### src/rtl/abrv_pkg.sv
// shared types, constants and the crc step of the bank record validator
`default_nettype none
package abrv_pkg;

	localparam int unsigned BANK_BYTES = 12288;
	localparam int unsigned POS_W = 17;
	localparam int unsigned BODY_W = 18;
	localparam int unsigned Q_DEPTH = 4;
	localparam int unsigned Q_AW = $clog2(Q_DEPTH);

	localparam logic [31:0] CRC_POLY = 32'hedb88320;
	localparam logic [31:0] ALL_ONES = 32'hffffffff;
	localparam logic [31:0] REC_MAGIC = 32'h53565244;
	localparam logic [15:0] REC_VERSION = 16'd1;
	localparam logic [POS_W-1:0] HDR_LEN = POS_W'(16);

	localparam logic [POS_W-1:0] POS_MAGIC = POS_W'(3);
	localparam logic [POS_W-1:0] POS_VERSION = POS_W'(5);
	localparam logic [POS_W-1:0] POS_WIRE = POS_W'(7);
	localparam logic [POS_W-1:0] POS_SEQ = POS_W'(11);
	localparam logic [POS_W-1:0] POS_RLEN = POS_W'(13);
	localparam logic [POS_W-1:0] POS_WLEN = POS_W'(15);

	localparam logic [BODY_W-1:0] BODY_MAX = BODY_W'(BANK_BYTES - 4);

	localparam logic [2:0] ST_OK = 3'd0;
	localparam logic [2:0] ST_MAGIC = 3'd1;
	localparam logic [2:0] ST_VERSION = 3'd2;
	localparam logic [2:0] ST_WIRE = 3'd3;
	localparam logic [2:0] ST_LENGTH = 3'd4;
	localparam logic [2:0] ST_OVERFLOW = 3'd5;
	localparam logic [2:0] ST_CRC = 3'd6;

	localparam logic [1:0] REG_WIRE_SIZE = 2'd0;
	localparam logic [1:0] REG_READINGS_LIMIT = 2'd1;
	localparam logic [1:0] REG_WEATHER_LIMIT = 2'd2;

	localparam logic [15:0] RST_WIRE_SIZE = 16'd16;
	localparam logic [15:0] RST_READINGS_LIMIT = 16'd8192;
	localparam logic [15:0] RST_WEATHER_LIMIT = 16'd512;

	typedef enum logic [1:0] {
		OP_BYTE,
		OP_START,
		OP_START_LOAD
	} op_t;

	typedef struct packed {
		logic [7:0] data_byte;
		logic       first_of_bank;
		logic       bank_index;
		logic       new_load;
	} in_word_t;

	typedef struct packed {
		logic        record_valid;
		logic [2:0]  status;
		logic [31:0] seq_number;
		logic [15:0] readings_len;
		logic [15:0] weather_len;
		logic [16:0] weather_offset;
		logic        any_found;
		logic        selected_bank;
		logic [31:0] selected_seq;
	} out_word_t;

	typedef struct packed {
		logic [7:0] data_byte;
		logic       bank_index;
		op_t        op;
	} q_entry_t;

	typedef struct packed {
		logic     valid;
		q_entry_t entry;
	} q_head_t;

	function automatic logic [31:0] crc_byte(input logic [31:0] c, input logic [7:0] b);
		logic [31:0] r;
		r = c ^ {24'd0, b};
		for (int k = 0; k < 8; k++) begin
			r = (r >> 1) ^ (r[0] ? CRC_POLY : 32'd0);
		end
		return r;
	endfunction

endpackage
`default_nettype wire

### src/rtl/abrv_front.sv
// input stage: takes bytes and classifies them into queue entries
`default_nettype none
module abrv_front (
	input  wire logic              clk,
	input  wire logic              arst_n,
	input  wire logic              item_valid,
	output logic                   item_ready,
	input  wire abrv_pkg::in_word_t item,
	output logic                   push,
	output abrv_pkg::q_entry_t     push_entry,
	input  wire logic              q_full
);

	logic               valid_s1;
	abrv_pkg::q_entry_t entry_s1;
	logic               take;

	assign push = valid_s1 && !q_full;
	assign item_ready = !valid_s1 || push;
	assign take = item_valid && item_ready;
	assign push_entry = entry_s1;

	always_ff @(posedge clk or negedge arst_n) begin
		if (!arst_n) begin
			valid_s1 <= 1'b0;
		end else if (take) begin
			valid_s1 <= 1'b1;
		end else if (push) begin
			valid_s1 <= 1'b0;
		end
	end

	always_ff @(posedge clk) begin
		if (take) begin
			entry_s1.data_byte <= item.data_byte;
			entry_s1.bank_index <= item.bank_index;
			if (!item.first_of_bank) begin
				entry_s1.op <= abrv_pkg::OP_BYTE;
			end else if (item.new_load) begin
				entry_s1.op <= abrv_pkg::OP_START_LOAD;
			end else begin
				entry_s1.op <= abrv_pkg::OP_START;
			end
		end
	end

endmodule
`default_nettype wire

### src/rtl/abrv_queue.sv
// short queue between the input stage and the record checker
`default_nettype none
module abrv_queue (
	input  wire logic               clk,
	input  wire logic               arst_n,
	input  wire logic               push,
	input  wire abrv_pkg::q_entry_t  push_entry,
	output logic                    full,
	output abrv_pkg::q_head_t       head,
	input  wire logic               pop
);

	abrv_pkg::q_entry_t            mem_q [abrv_pkg::Q_DEPTH];
	logic [abrv_pkg::Q_AW-1:0]     wr_ptr_q;
	logic [abrv_pkg::Q_AW-1:0]     rd_ptr_q;
	logic [abrv_pkg::Q_AW:0]       count_q;

	assign full = (count_q == (abrv_pkg::Q_AW+1)'(abrv_pkg::Q_DEPTH));
	assign head.valid = (count_q != '0);
	assign head.entry = mem_q[rd_ptr_q];

	always_ff @(posedge clk) begin
		if (push) begin
			mem_q[wr_ptr_q] <= push_entry;
		end
	end

	always_ff @(posedge clk or negedge arst_n) begin
		if (!arst_n) begin
			wr_ptr_q <= '0;
			rd_ptr_q <= '0;
			count_q <= '0;
		end else begin
			if (push) begin
				wr_ptr_q <= wr_ptr_q + 1'b1;
			end
			if (pop) begin
				rd_ptr_q <= rd_ptr_q + 1'b1;
			end
			if (push && !pop) begin
				count_q <= count_q + 1'b1;
			end else if (pop && !push) begin
				count_q <= count_q - 1'b1;
			end
		end
	end

endmodule
`default_nettype wire

### src/rtl/abrv_back.sv
// record checker: header parse, crc, bank selection and result register
`default_nettype none
module abrv_back (
	input  wire logic               clk,
	input  wire logic               arst_n,
	input  wire logic               cfg_we,
	input  wire logic [1:0]         cfg_index,
	input  wire logic [15:0]        cfg_data,
	input  wire abrv_pkg::q_head_t  head,
	output logic                    pop,
	output logic                    result_valid,
	input  wire logic               result_ready,
	output abrv_pkg::out_word_t     result
);

	localparam int unsigned PW = abrv_pkg::POS_W;
	localparam int unsigned BW = abrv_pkg::BODY_W;

	logic [15:0]   wire_size_q, rd_limit_q, wx_limit_q;
	logic [PW-1:0] pos_q, body_q, body_end_q;
	logic [31:0]   crc_q, wa_q, seq_q, best_seq_q;
	logic [15:0]   rlen_q, wlen_q;
	logic          fin_q, cur_bank_q, best_found_q, best_bank_q;
	logic          out_valid_q;
	abrv_pkg::out_word_t out_q;

	logic          first, newload;
	logic [7:0]    b;
	logic [PW-1:0] pos_e, pos_n;
	logic [31:0]   crc_e, crc_n, wa_e, wa_n, seq_e, seq_n, bseq_e, bseq_n;
	logic [15:0]   rlen_e, rlen_n, wlen_e, wlen_n;
	logic          fin_e, fin_n, bank_e, bf_e, bf_n, bb_e, bb_n;
	logic [BW-1:0] body_full;
	logic          load_body;
	logic          emit, ok;
	logic [2:0]    code;

	assign pop = head.valid && (!out_valid_q || result_ready);
	assign result_valid = out_valid_q;
	assign result = out_q;

	always_comb begin
		b = head.entry.data_byte;
		first = (head.entry.op != abrv_pkg::OP_BYTE);
		newload = (head.entry.op == abrv_pkg::OP_START_LOAD);

		fin_e = first ? 1'b0 : fin_q;
		pos_e = first ? '0 : pos_q;
		crc_e = first ? abrv_pkg::ALL_ONES : crc_q;
		wa_e = first ? 32'd0 : wa_q;
		seq_e = first ? 32'd0 : seq_q;
		rlen_e = first ? 16'd0 : rlen_q;
		wlen_e = first ? 16'd0 : wlen_q;
		bank_e = first ? head.entry.bank_index : cur_bank_q;
		bf_e = newload ? 1'b0 : best_found_q;
		bb_e = newload ? 1'b1 : best_bank_q;
		bseq_e = newload ? 32'd0 : best_seq_q;

		fin_n = fin_e;
		pos_n = pos_e;
		crc_n = crc_e;
		wa_n = wa_e;
		seq_n = seq_e;
		rlen_n = rlen_e;
		wlen_n = wlen_e;
		bf_n = bf_e;
		bb_n = bb_e;
		bseq_n = bseq_e;
		emit = 1'b0;
		code = abrv_pkg::ST_OK;
		load_body = 1'b0;
		body_full = BW'(abrv_pkg::HDR_LEN) + BW'(rlen_e) + BW'({b, wa_e[31:24]});

		if (!fin_e) begin
			pos_n = pos_e + 1'b1;
			wa_n = {b, wa_e[31:8]};
			if (pos_e < abrv_pkg::HDR_LEN) begin
				crc_n = abrv_pkg::crc_byte(crc_e, b);
				if (pos_e == abrv_pkg::POS_MAGIC && wa_n != abrv_pkg::REC_MAGIC) begin
					emit = 1'b1;
					code = abrv_pkg::ST_MAGIC;
				end
				if (pos_e == abrv_pkg::POS_VERSION && wa_n[31:16] != abrv_pkg::REC_VERSION) begin
					emit = 1'b1;
					code = abrv_pkg::ST_VERSION;
				end
				if (pos_e == abrv_pkg::POS_WIRE && wa_n[31:16] != wire_size_q) begin
					emit = 1'b1;
					code = abrv_pkg::ST_WIRE;
				end
				if (pos_e == abrv_pkg::POS_SEQ) begin
					seq_n = wa_n;
				end
				if (pos_e == abrv_pkg::POS_RLEN) begin
					rlen_n = wa_n[31:16];
				end
				if (pos_e == abrv_pkg::POS_WLEN) begin
					wlen_n = wa_n[31:16];
					load_body = 1'b1;
					if (rlen_e > rd_limit_q || wa_n[31:16] > wx_limit_q) begin
						emit = 1'b1;
						code = abrv_pkg::ST_LENGTH;
					end else if (body_full > abrv_pkg::BODY_MAX) begin
						emit = 1'b1;
						code = abrv_pkg::ST_OVERFLOW;
					end
				end
			end else if (pos_e < body_q) begin
				crc_n = abrv_pkg::crc_byte(crc_e, b);
			end else if (pos_e == body_end_q) begin
				emit = 1'b1;
				code = ((crc_e ^ wa_n) == abrv_pkg::ALL_ONES) ? abrv_pkg::ST_OK
					: abrv_pkg::ST_CRC;
			end
		end

		ok = (code == abrv_pkg::ST_OK);
		if (emit) begin
			fin_n = 1'b1;
			if (ok && (!bf_e || seq_e > bseq_e)) begin
				bf_n = 1'b1;
				bb_n = bank_e;
				bseq_n = seq_e;
			end
		end
	end

	always_ff @(posedge clk or negedge arst_n) begin
		if (!arst_n) begin
			wire_size_q <= abrv_pkg::RST_WIRE_SIZE;
			rd_limit_q <= abrv_pkg::RST_READINGS_LIMIT;
			wx_limit_q <= abrv_pkg::RST_WEATHER_LIMIT;
		end else if (cfg_we) begin
			case (cfg_index)
				abrv_pkg::REG_WIRE_SIZE: wire_size_q <= cfg_data;
				abrv_pkg::REG_READINGS_LIMIT: rd_limit_q <= cfg_data;
				abrv_pkg::REG_WEATHER_LIMIT: wx_limit_q <= cfg_data;
				default: ;
			endcase
		end
	end

	always_ff @(posedge clk or negedge arst_n) begin
		if (!arst_n) begin
			pos_q <= '0;
			crc_q <= abrv_pkg::ALL_ONES;
			wa_q <= '0;
			seq_q <= '0;
			rlen_q <= '0;
			wlen_q <= '0;
			fin_q <= 1'b1;
			cur_bank_q <= 1'b0;
			best_found_q <= 1'b0;
			best_bank_q <= 1'b1;
			best_seq_q <= '0;
			body_q <= '0;
			body_end_q <= '0;
		end else if (pop) begin
			pos_q <= pos_n;
			crc_q <= crc_n;
			wa_q <= wa_n;
			seq_q <= seq_n;
			rlen_q <= rlen_n;
			wlen_q <= wlen_n;
			fin_q <= fin_n;
			cur_bank_q <= bank_e;
			best_found_q <= bf_n;
			best_bank_q <= bb_n;
			best_seq_q <= bseq_n;
			if (load_body) begin
				body_q <= body_full[PW-1:0];
				body_end_q <= PW'(body_full + BW'(3));
			end
		end
	end

	always_ff @(posedge clk or negedge arst_n) begin
		if (!arst_n) begin
			out_valid_q <= 1'b0;
		end else if (pop && emit) begin
			out_valid_q <= 1'b1;
		end else if (result_ready) begin
			out_valid_q <= 1'b0;
		end
	end

	always_ff @(posedge clk) begin
		if (pop && emit) begin
			out_q.record_valid <= ok;
			out_q.status <= code;
			out_q.seq_number <= ok ? seq_e : 32'd0;
			out_q.readings_len <= ok ? rlen_e : 16'd0;
			out_q.weather_len <= ok ? wlen_e : 16'd0;
			out_q.weather_offset <= ok ? (17'(abrv_pkg::HDR_LEN) + 17'(rlen_e)) : 17'd0;
			out_q.any_found <= bf_n;
			out_q.selected_bank <= bb_n;
			out_q.selected_seq <= bseq_n;
		end
	end

endmodule
`default_nettype wire

### src/rtl/ab_bank_record_validator.sv
// an accepted byte is registered in the input stage, then written into the queue, before the checker reads it
// a result is registered at the edge the record's last checked byte is processed
// throughput is one byte per cycle, set by the one-byte crc step in the checker, while no result waits on result_ready
// reset clears the parser to idle (bytes ignored until a first byte), the queue and
// the bank selection, and loads the registers with 16, 8192 and 512
`default_nettype none
module ab_bank_record_validator (
	input  wire logic                clk,
	input  wire logic                arst_n,
	input  wire logic                cfg_we,
	input  wire logic [1:0]          cfg_index,
	input  wire logic [15:0]         cfg_data,
	input  wire logic                item_valid,
	output logic                     item_ready,
	input  wire abrv_pkg::in_word_t  item,
	output logic                     result_valid,
	input  wire logic                result_ready,
	output abrv_pkg::out_word_t      result
);

	logic               push, q_full, pop;
	abrv_pkg::q_entry_t push_entry;
	abrv_pkg::q_head_t  head;

	abrv_front u_front (
		.clk        (clk),
		.arst_n     (arst_n),
		.item_valid (item_valid),
		.item_ready (item_ready),
		.item       (item),
		.push       (push),
		.push_entry (push_entry),
		.q_full     (q_full)
	);

	abrv_queue u_queue (
		.clk        (clk),
		.arst_n     (arst_n),
		.push       (push),
		.push_entry (push_entry),
		.full       (q_full),
		.head       (head),
		.pop        (pop)
	);

	abrv_back u_back (
		.clk          (clk),
		.arst_n       (arst_n),
		.cfg_we       (cfg_we),
		.cfg_index    (cfg_index),
		.cfg_data     (cfg_data),
		.head         (head),
		.pop          (pop),
		.result_valid (result_valid),
		.result_ready (result_ready),
		.result       (result)
	);

endmodule
`default_nettype wire

### config.mk
export PLATFORM = sky130hd
export DESIGN_NAME = ab_bank_record_validator
export DESIGN_NICKNAME = d
export VERILOG_FILES = /design/src/rtl/abrv_pkg.sv /design/src/rtl/abrv_front.sv /design/src/rtl/abrv_queue.sv /design/src/rtl/abrv_back.sv /design/src/rtl/ab_bank_record_validator.sv
export SDC_FILE = /design/constraint.sdc
export NUM_CORES = 1
export LEC_CHECK = 0
export ABC_CLOCK_PERIOD_IN_PS = 16600
export BUFFER_PORTS_ARGS = -buffer_cell sky130_fd_sc_hd__buf_2
export CORE_MARGIN = 10
export CORE_UTILIZATION = 40
export CTS_BUF_LIST = sky130_fd_sc_hd__clkbuf_4
export CTS_CLUSTER_DIAMETER = 50
export DETAILED_ROUTE_END_ITERATION = 6
export GPL_ROUTABILITY_DRIVEN = 0
export GPL_TIMING_DRIVEN = 0
export MAX_ROUTING_LAYER = met4
export PLACE_DENSITY_LB_ADDON = 0.08
export SLEW_MARGIN = 15
export SYNTH_ARGS = -nofsm -noshare
export SYNTH_HDL_FRONTEND = slang
export SYNTH_SLANG_ARGS = --single-unit
### constraint.sdc
create_clock -name clk -period 16.6 [get_ports clk]
set_clock_uncertainty 0.2 [all_clocks]
set_input_delay 1.66 -clock clk [delete_from_list [all_inputs] [get_ports clk]]
set_output_delay 1.66 -clock clk [all_outputs]
set_load 0.05 [all_outputs]
### Word-level counts from Yosys, hierarchy flattened

Memory sizes are Yosys's and may differ from the RTL's.
Index checks and enable logic that the tools add are counted.
Widths: inputs -> output; s select.

* flip-flop bits (word level): 394
* memory bits (writable): 44
* input bits: 34
* output and inout port bits: 121
* logic and storage cells: 178
* memories kept: 1

Memories
* u_queue.mem_q: words 4, width 11, read ports 1, clocked after Yosys merged registers in 0, wr ports 1, RTL line abrv_queue.sv:13 `abrv_pkg::q_entry_t mem_q [abrv_pkg::Q_DEPTH];`

* add/sub/neg operators: 9
* order comparisons: 6
* equal/unequal tests: 15
* muxes and demuxes: 73
* bitwise gates (word level): 10
* reductions and logical operators: 31

Operators with widths (number)
* $mux 32: 21
* $xor 31x32->32: 8
* $mux 16: 8
* $eq 17x4->1 const B: 3
* $add 5x16->17 const A: 2
* $eq 17x3->1 const B: 2
* $mux 17: 2
* $eq 32x32->1 const B: 1
* $gt 16x16->1: 2
* $gt 32x32->1: 1
* $ne 32x31->1 const B: 1
* $xor 32x32->32: 1
* $xor 32x8->32: 1
* $mux 3: 10
* $mux 1: 29
* $add 17x16->18: 1
* $gt 18x14->1 const B: 1
* $add 17x1->17 const B: 1
* $add 17x2->17 const B: 1
* $eq 17x17->1: 1
* $eq 17x2->1 const B: 1
* $lt 17x17->1: 1
* $lt 17x5->1 const B: 1
* $ne 16x1->1 const B: 1
* 16 further kinds: 43

### Longest topological paths before layout

An unclocked memory read counts as a cell.

* word-level depth: 23
* gate-level depth with buffers: 27
* gate-level depth less buffers: 19

### Hierarchy

A second synthesis with hierarchy kept.

* cell total of the unflattened synthesis: 2136
* area, all modules: 22808.1 µm²

Modules (own cells, without submodules)
* abrv_back: instances 1, cells each 2027, area each 20427.1 µm², sequential area each 9905.8 µm²
* abrv_queue: instances 1, cells each 91, area each 1988.2 µm², sequential area each 1496.4 µm²
* abrv_front: instances 1, cells each 18, area each 392.9 µm², sequential area each 355.3 µm²

### Least setup slack after synthesis

Ideal clock, no wire load.

* path type: reg2reg
* from: register u_queue.rd_ptr_q[0] (netlist name)
* to: register u_back.best_found_q
* setup time: 0.095 ns
* data arrival time: 14.306 ns
* data required time: 16.305 ns
* path slack: 1.999 ns
* stages on the path, launching flop included: 23
* path buffers: 7
* period minus slack after synthesis: 14.601 ns
* cells stage by stage: dfrtp_1 mux4_2 buf_6 nor2_1 buf_2 buf_2 clkbuf_1 clkbuf_1 clkbuf_1 buf_1 nand2_1 inv_1 ha_1 a211oi_1 o21ai_0 xor2_1 nand4bb_1 or4_1 o311ai_1 o31ai_1 and3_1 nor3_1 a22o_1

* word-level cells in the longest chain between the ends: 17
* elaborated cells on any way between the ends: 60
* those cells by class: 2 x add/sub; 6 x order compare; 10 x eq/ne; 31 x mux; 1 x bitwise; 9 x reduce/logical; 1 x memory

Ends and longest elaborated chain
* from (decl): RTL line abrv_queue.sv:15 `logic [abrv_pkg::Q_AW-1:0] rd_ptr_q;`
* from (signal assigned): RTL line abrv_queue.sv:38 `rd_ptr_q <= rd_ptr_q + 1'b1;`
* $mem_v2 4x11 *
* branches (longest 15 deep; another with $add 17x16->18)
* $mux 1 *: RTL line abrv_back.sv:118 `if (emit) begin`
* to (signal assigned): RTL line abrv_back.sv:167 `best_found_q <= bf_n;`
* to (decl): RTL line abrv_back.sv:23 `logic fin_q, cur_bank_q, best_found_q, best_bank_q;`

Mark *: on every way between the ends. The select of a mux whose other input is x is not followed.
A chain may end at the register's enable or synchronous reset.

### Final worst setup path

* from: register u_queue.rd_ptr_q[0] (netlist name)
* to: register u_back.out_q (netlist bit u_back.result[114]), enable pin

* word-level cells in the longest chain between the ends: 14
* elaborated cells on any way between the ends: 36
* those cells by class: 2 x add/sub; 5 x order compare; 8 x eq/ne; 14 x mux; 6 x reduce/logical; 1 x memory

Ends and longest elaborated chain
* $mem_v2 4x11 *
* branches (longest 11 deep; another with $add 17x16->18)
* $mux 1 *: RTL line abrv_back.sv:74 `if (!fin_e) begin`
* $logic_and 1x1->1 *: RTL line abrv_back.sv:188 `if (pop && emit) begin`
* to (decl): RTL line abrv_back.sv:25 `abrv_pkg::out_word_t out_q;`

Marked as above.

==> impl_metrics.tcl <==
set metrics [dict create \
    min_period_over_period_pct 65.4 \
    grt_first_pass_wirelength_um 108000 \
    dr.pass1.iters 5 \
    p_seq_share_pct 29.9 \
    finalNonFillerCells 3238 \
    dieHeight_um 259 \
    rsz0062_at_grt "no" \
    dieArea_sq_mm 0.0668 \
    cp_max_fo 12 \
    dp_cells 3019 \
    wirelength_um 70600 \
    cp-start-kind "register" \
    path_class "register to register" \
    antenna_found_initial 3 \
    io_pins 155 \
    synth_largest_type_area_fraction_pct 25.0 \
    holdWs_ns 0.262 \
    fin_util_pct 46.5 \
    nets 2520 \
    netSwitchingPower_mw 2.16 \
    port_buffers 154 \
    finalSetupTns_ns 0 \
    cts_sinks 434 \
    clkTransAtPathRegs_ns 0.06 \
    synth_top_flop_cell "dfrtp_1" \
    crit_path_end_kind "register" \
    worstMarginPinSlew_ns 1.24 \
    vias 17380 \
    drv_slew 0 \
    p_sw_share_pct 43.5 \
    hpwl_um 51800 \
    finalCriticalPeriod_ns 10.85 \
    synthArstFlopShare_pct 60.8 \
    synth_area_per_cell_sq_um 10.9 \
    postCtsHoldBufs 0 \
    comb_power_share_pct 50.2 \
    p_leak_nw 11.6 \
    yosys_warnings 0 \
    seq_area_frac_synth_pct 51.7 \
    peakVddDrop_uv 144 \
    syn_to_final_growth_pct 15.2 \
    cts_setup_buffers 0 \
    p_clk_share_pct 19.9 \
    root_buffer "clkbuf_4" \
    hp-class "register to register" \
    start_util_pct 40.4 \
    drc 0 \
    grt_max_degree 105 \
    hold_viol 0 \
    finalSetupViolations 0 \
    clock_latency_ns 0.93 \
    hp-start "u_front.push_entry[6]" \
    arrival_ns 11.27 \
    die_w_um 259 \
    ant_nets 0 \
    synth_edf_count 170 \
    grt_use_total_pct 21.6 \
    synth_area_sq_mm 0.0228 \
    num_rows 87 \
    yosysUniqueCellTypes 84 \
    wl_per_cell_um 21.8 \
    slew_headroom_pct 17.2 \
    synth_fp_nets 2232 \
    status "finished clean" \
    maxCapViolations 0 \
    core_area_sq_mm 0.0564 \
    syn_inst 2094 \
    tritoncts "yes" \
    max_freq_mhz 92.1 \
    vias_per_cell 5.37 \
    startpoint "u_queue.rd_ptr_q[0]" \
    clock_tree.buffer_depth 3 \
    cts_resized 0 \
    grt_pass1_vias 17563 \
    h-tree-depth 3 \
    synth_seq_cells 434 \
    intPower_mw 2.80 \
    worstPathRequired_ns 17.01 \
    synth_top_area_cell "dfrtp_1" \
    cts_buffers 117 \
    drtIter0Drc 1148 \
    place_area_sq_mm 0.0247 \
    pwr_density_cell_mw_per_mm2 189 \
    ys_top_cells_by_area "dfrtp_1 25%, edfxtp_1 22%, xnor2_1 5.7%" \
    fin_area_sq_mm 0.0262 \
    drive_gt1_share_pct 21.0 \
    grt-ovfl-total 0 \
    r2r-start "u_queue.rd_ptr_q[0]" \
]
## power by group through the flow
stage	Combinational (mW)	Sequential [mW]	Clock [mW]
2_1_floorplan	1.70	1.54	0
6_report	2.49	1.49	0.987
5_1_grt	2.71	1.50	1.08
4_1_cts	2.49	1.48	1.02
3_3_place_gp	2.43	1.51	0
3_5_place_dp	2.47	1.50	0
## registers in the layout, indices dropped and copies added (netlist names), 2 cells and up
register / flops
u_back.best_seq_q: 32
u_queue.mem_q: 44
u_queue.rd_ptr_q: 2
u_front.push_entry: 11
u_back.wa_q: 24
u_back.crc_q: 32
u_back.wlen_q: 16
u_back.body_q: 17
u_queue.count_q: 3
u_back.rd_limit_q: 16
u_back.wx_limit_q: 16
u_back.rlen_q: 16
u_back.wire_size_q: 16
u_back.body_end_q: 17
u_back.seq_q: 32
u_back.result: 115
u_queue.wr_ptr_q: 2
u_back.pos_q: 17
## cells in the mapped netlist, drive strengths merged, types with 5 or more instances
cell	n
o22ai	7
xnor2	148
dfrtp	227
nor4b	5
or4	5
o2111ai	7
a32o	5
nor3	36
o21a	7
or3	6
nand2b	10
nor4	16
mux4	11
and3	31
dfstp	37
xor2	47
o21ai	85
a31o	5
o31ai	11
o41ai	7
buf	37
a21oi	55
and2	30
nor2b	11
nand3b	6
nand3	35
a22oi	7
clkbuf	78
o211ai	8
a31oi	13
mux2	66
nor2	156
nand4	27
nand2	244
a21o	22
a22o	54
inv	120
edfxtp	170
mux2i	70
a211oi	7
nor3b	7
ha	102
## through the flow
stage               power [mW]  worst slack [ns]
floorplan                 3.24              2.00
global placement          3.94             -5.41
detailed placement        3.98              5.67
CTS                       4.99              5.69
global route              5.29              5.02
finish                    4.97              5.75
## path summary, 6_finish.rpt
check,slack (ns),end,cells after the start
setup / recovery,5.75,u_back.result[114],27
max in group asynchronous,14.20,u_back.wa_q[30],3
setup reg to reg,5.75,u_back.result[114],27
hold / removal,0.26,u_queue.mem_q[2][6],0
min in group asynchronous,0.53,u_queue.wr_ptr_q[1],1
hold reg to reg,0.26,u_queue.mem_q[2][6],0
## worst max-delay path: stages, from the launching register on
cell and delay (ns):
dfrtp_1 0.46, mux4_2 0.57, buf_2 0.24, nor2_1 0.42
buf_2 0.39, buf_2 0.32, clkbuf_1 0.54, clkbuf_1 0.65
clkbuf_1 0.68, buf_1 0.48, nand2_1 0.19, inv_1 0.10
ha_1 0.23, a211oi_1 0.56, o21ai_0 0.28, xor2_1 0.43
nand4bb_1 0.32, or4_1 0.56, o311ai_1 0.67, o31ai_1 0.23
and3_1 0.38, nor3_2 0.29, buf_4 0.25, buf_4 0.23
buf_4 0.21, buf_4 0.20, buf_4 0.21, buf_4 0.23
## cell type report
type,instances,area [sq um]
sequential,434,11800
clock buffer,187,1400
timing repair buffer,169,941
buffer,115,499
fill,5526,30200
inverter,120,450
clock inverter,30,154
tap,756,946
multi-input combinational,1425,10100
antenna,2,5.00
## logic make-up (layout without fill, tap and decap cells)
group / after synthesis / after routing / synth area share, %
fa+ha+maj: 105 / 105 / 5.83
buf+inv: 235 / 621 / 4.16
simple gates: 641 / 641 / 13.2
compound gates: 337 / 337 / 10.2
flops: 434 / 434 / 51.7
xor+xnor: 195 / 195 / 7.50
mux: 147 / 147 / 7.43
other cells: 0 / 2 / 0
## placed cells by master (no fill, tap or decap), drive strengths merged, types with 55 or more instances in the layout
master,count
a21oi,55
buf,206
clkbuf,265
dfrtp,227
edfxtp,170
ha,102
inv,122
mux2,66
mux2i,70
nand2,244
nor2,156
o21ai,85
xnor2,148
## per-layer routing
layer	vias up	part of all wire, %	GRT usage (%)
met2	523	46	32.9
li1	8078	-	-
met3	138	5.9	3.87
met1	8641	46	28.4
met4	0	2.6	7.74
met5	-	0	-
Note: power is estimated with default switching activity, not from simulation.
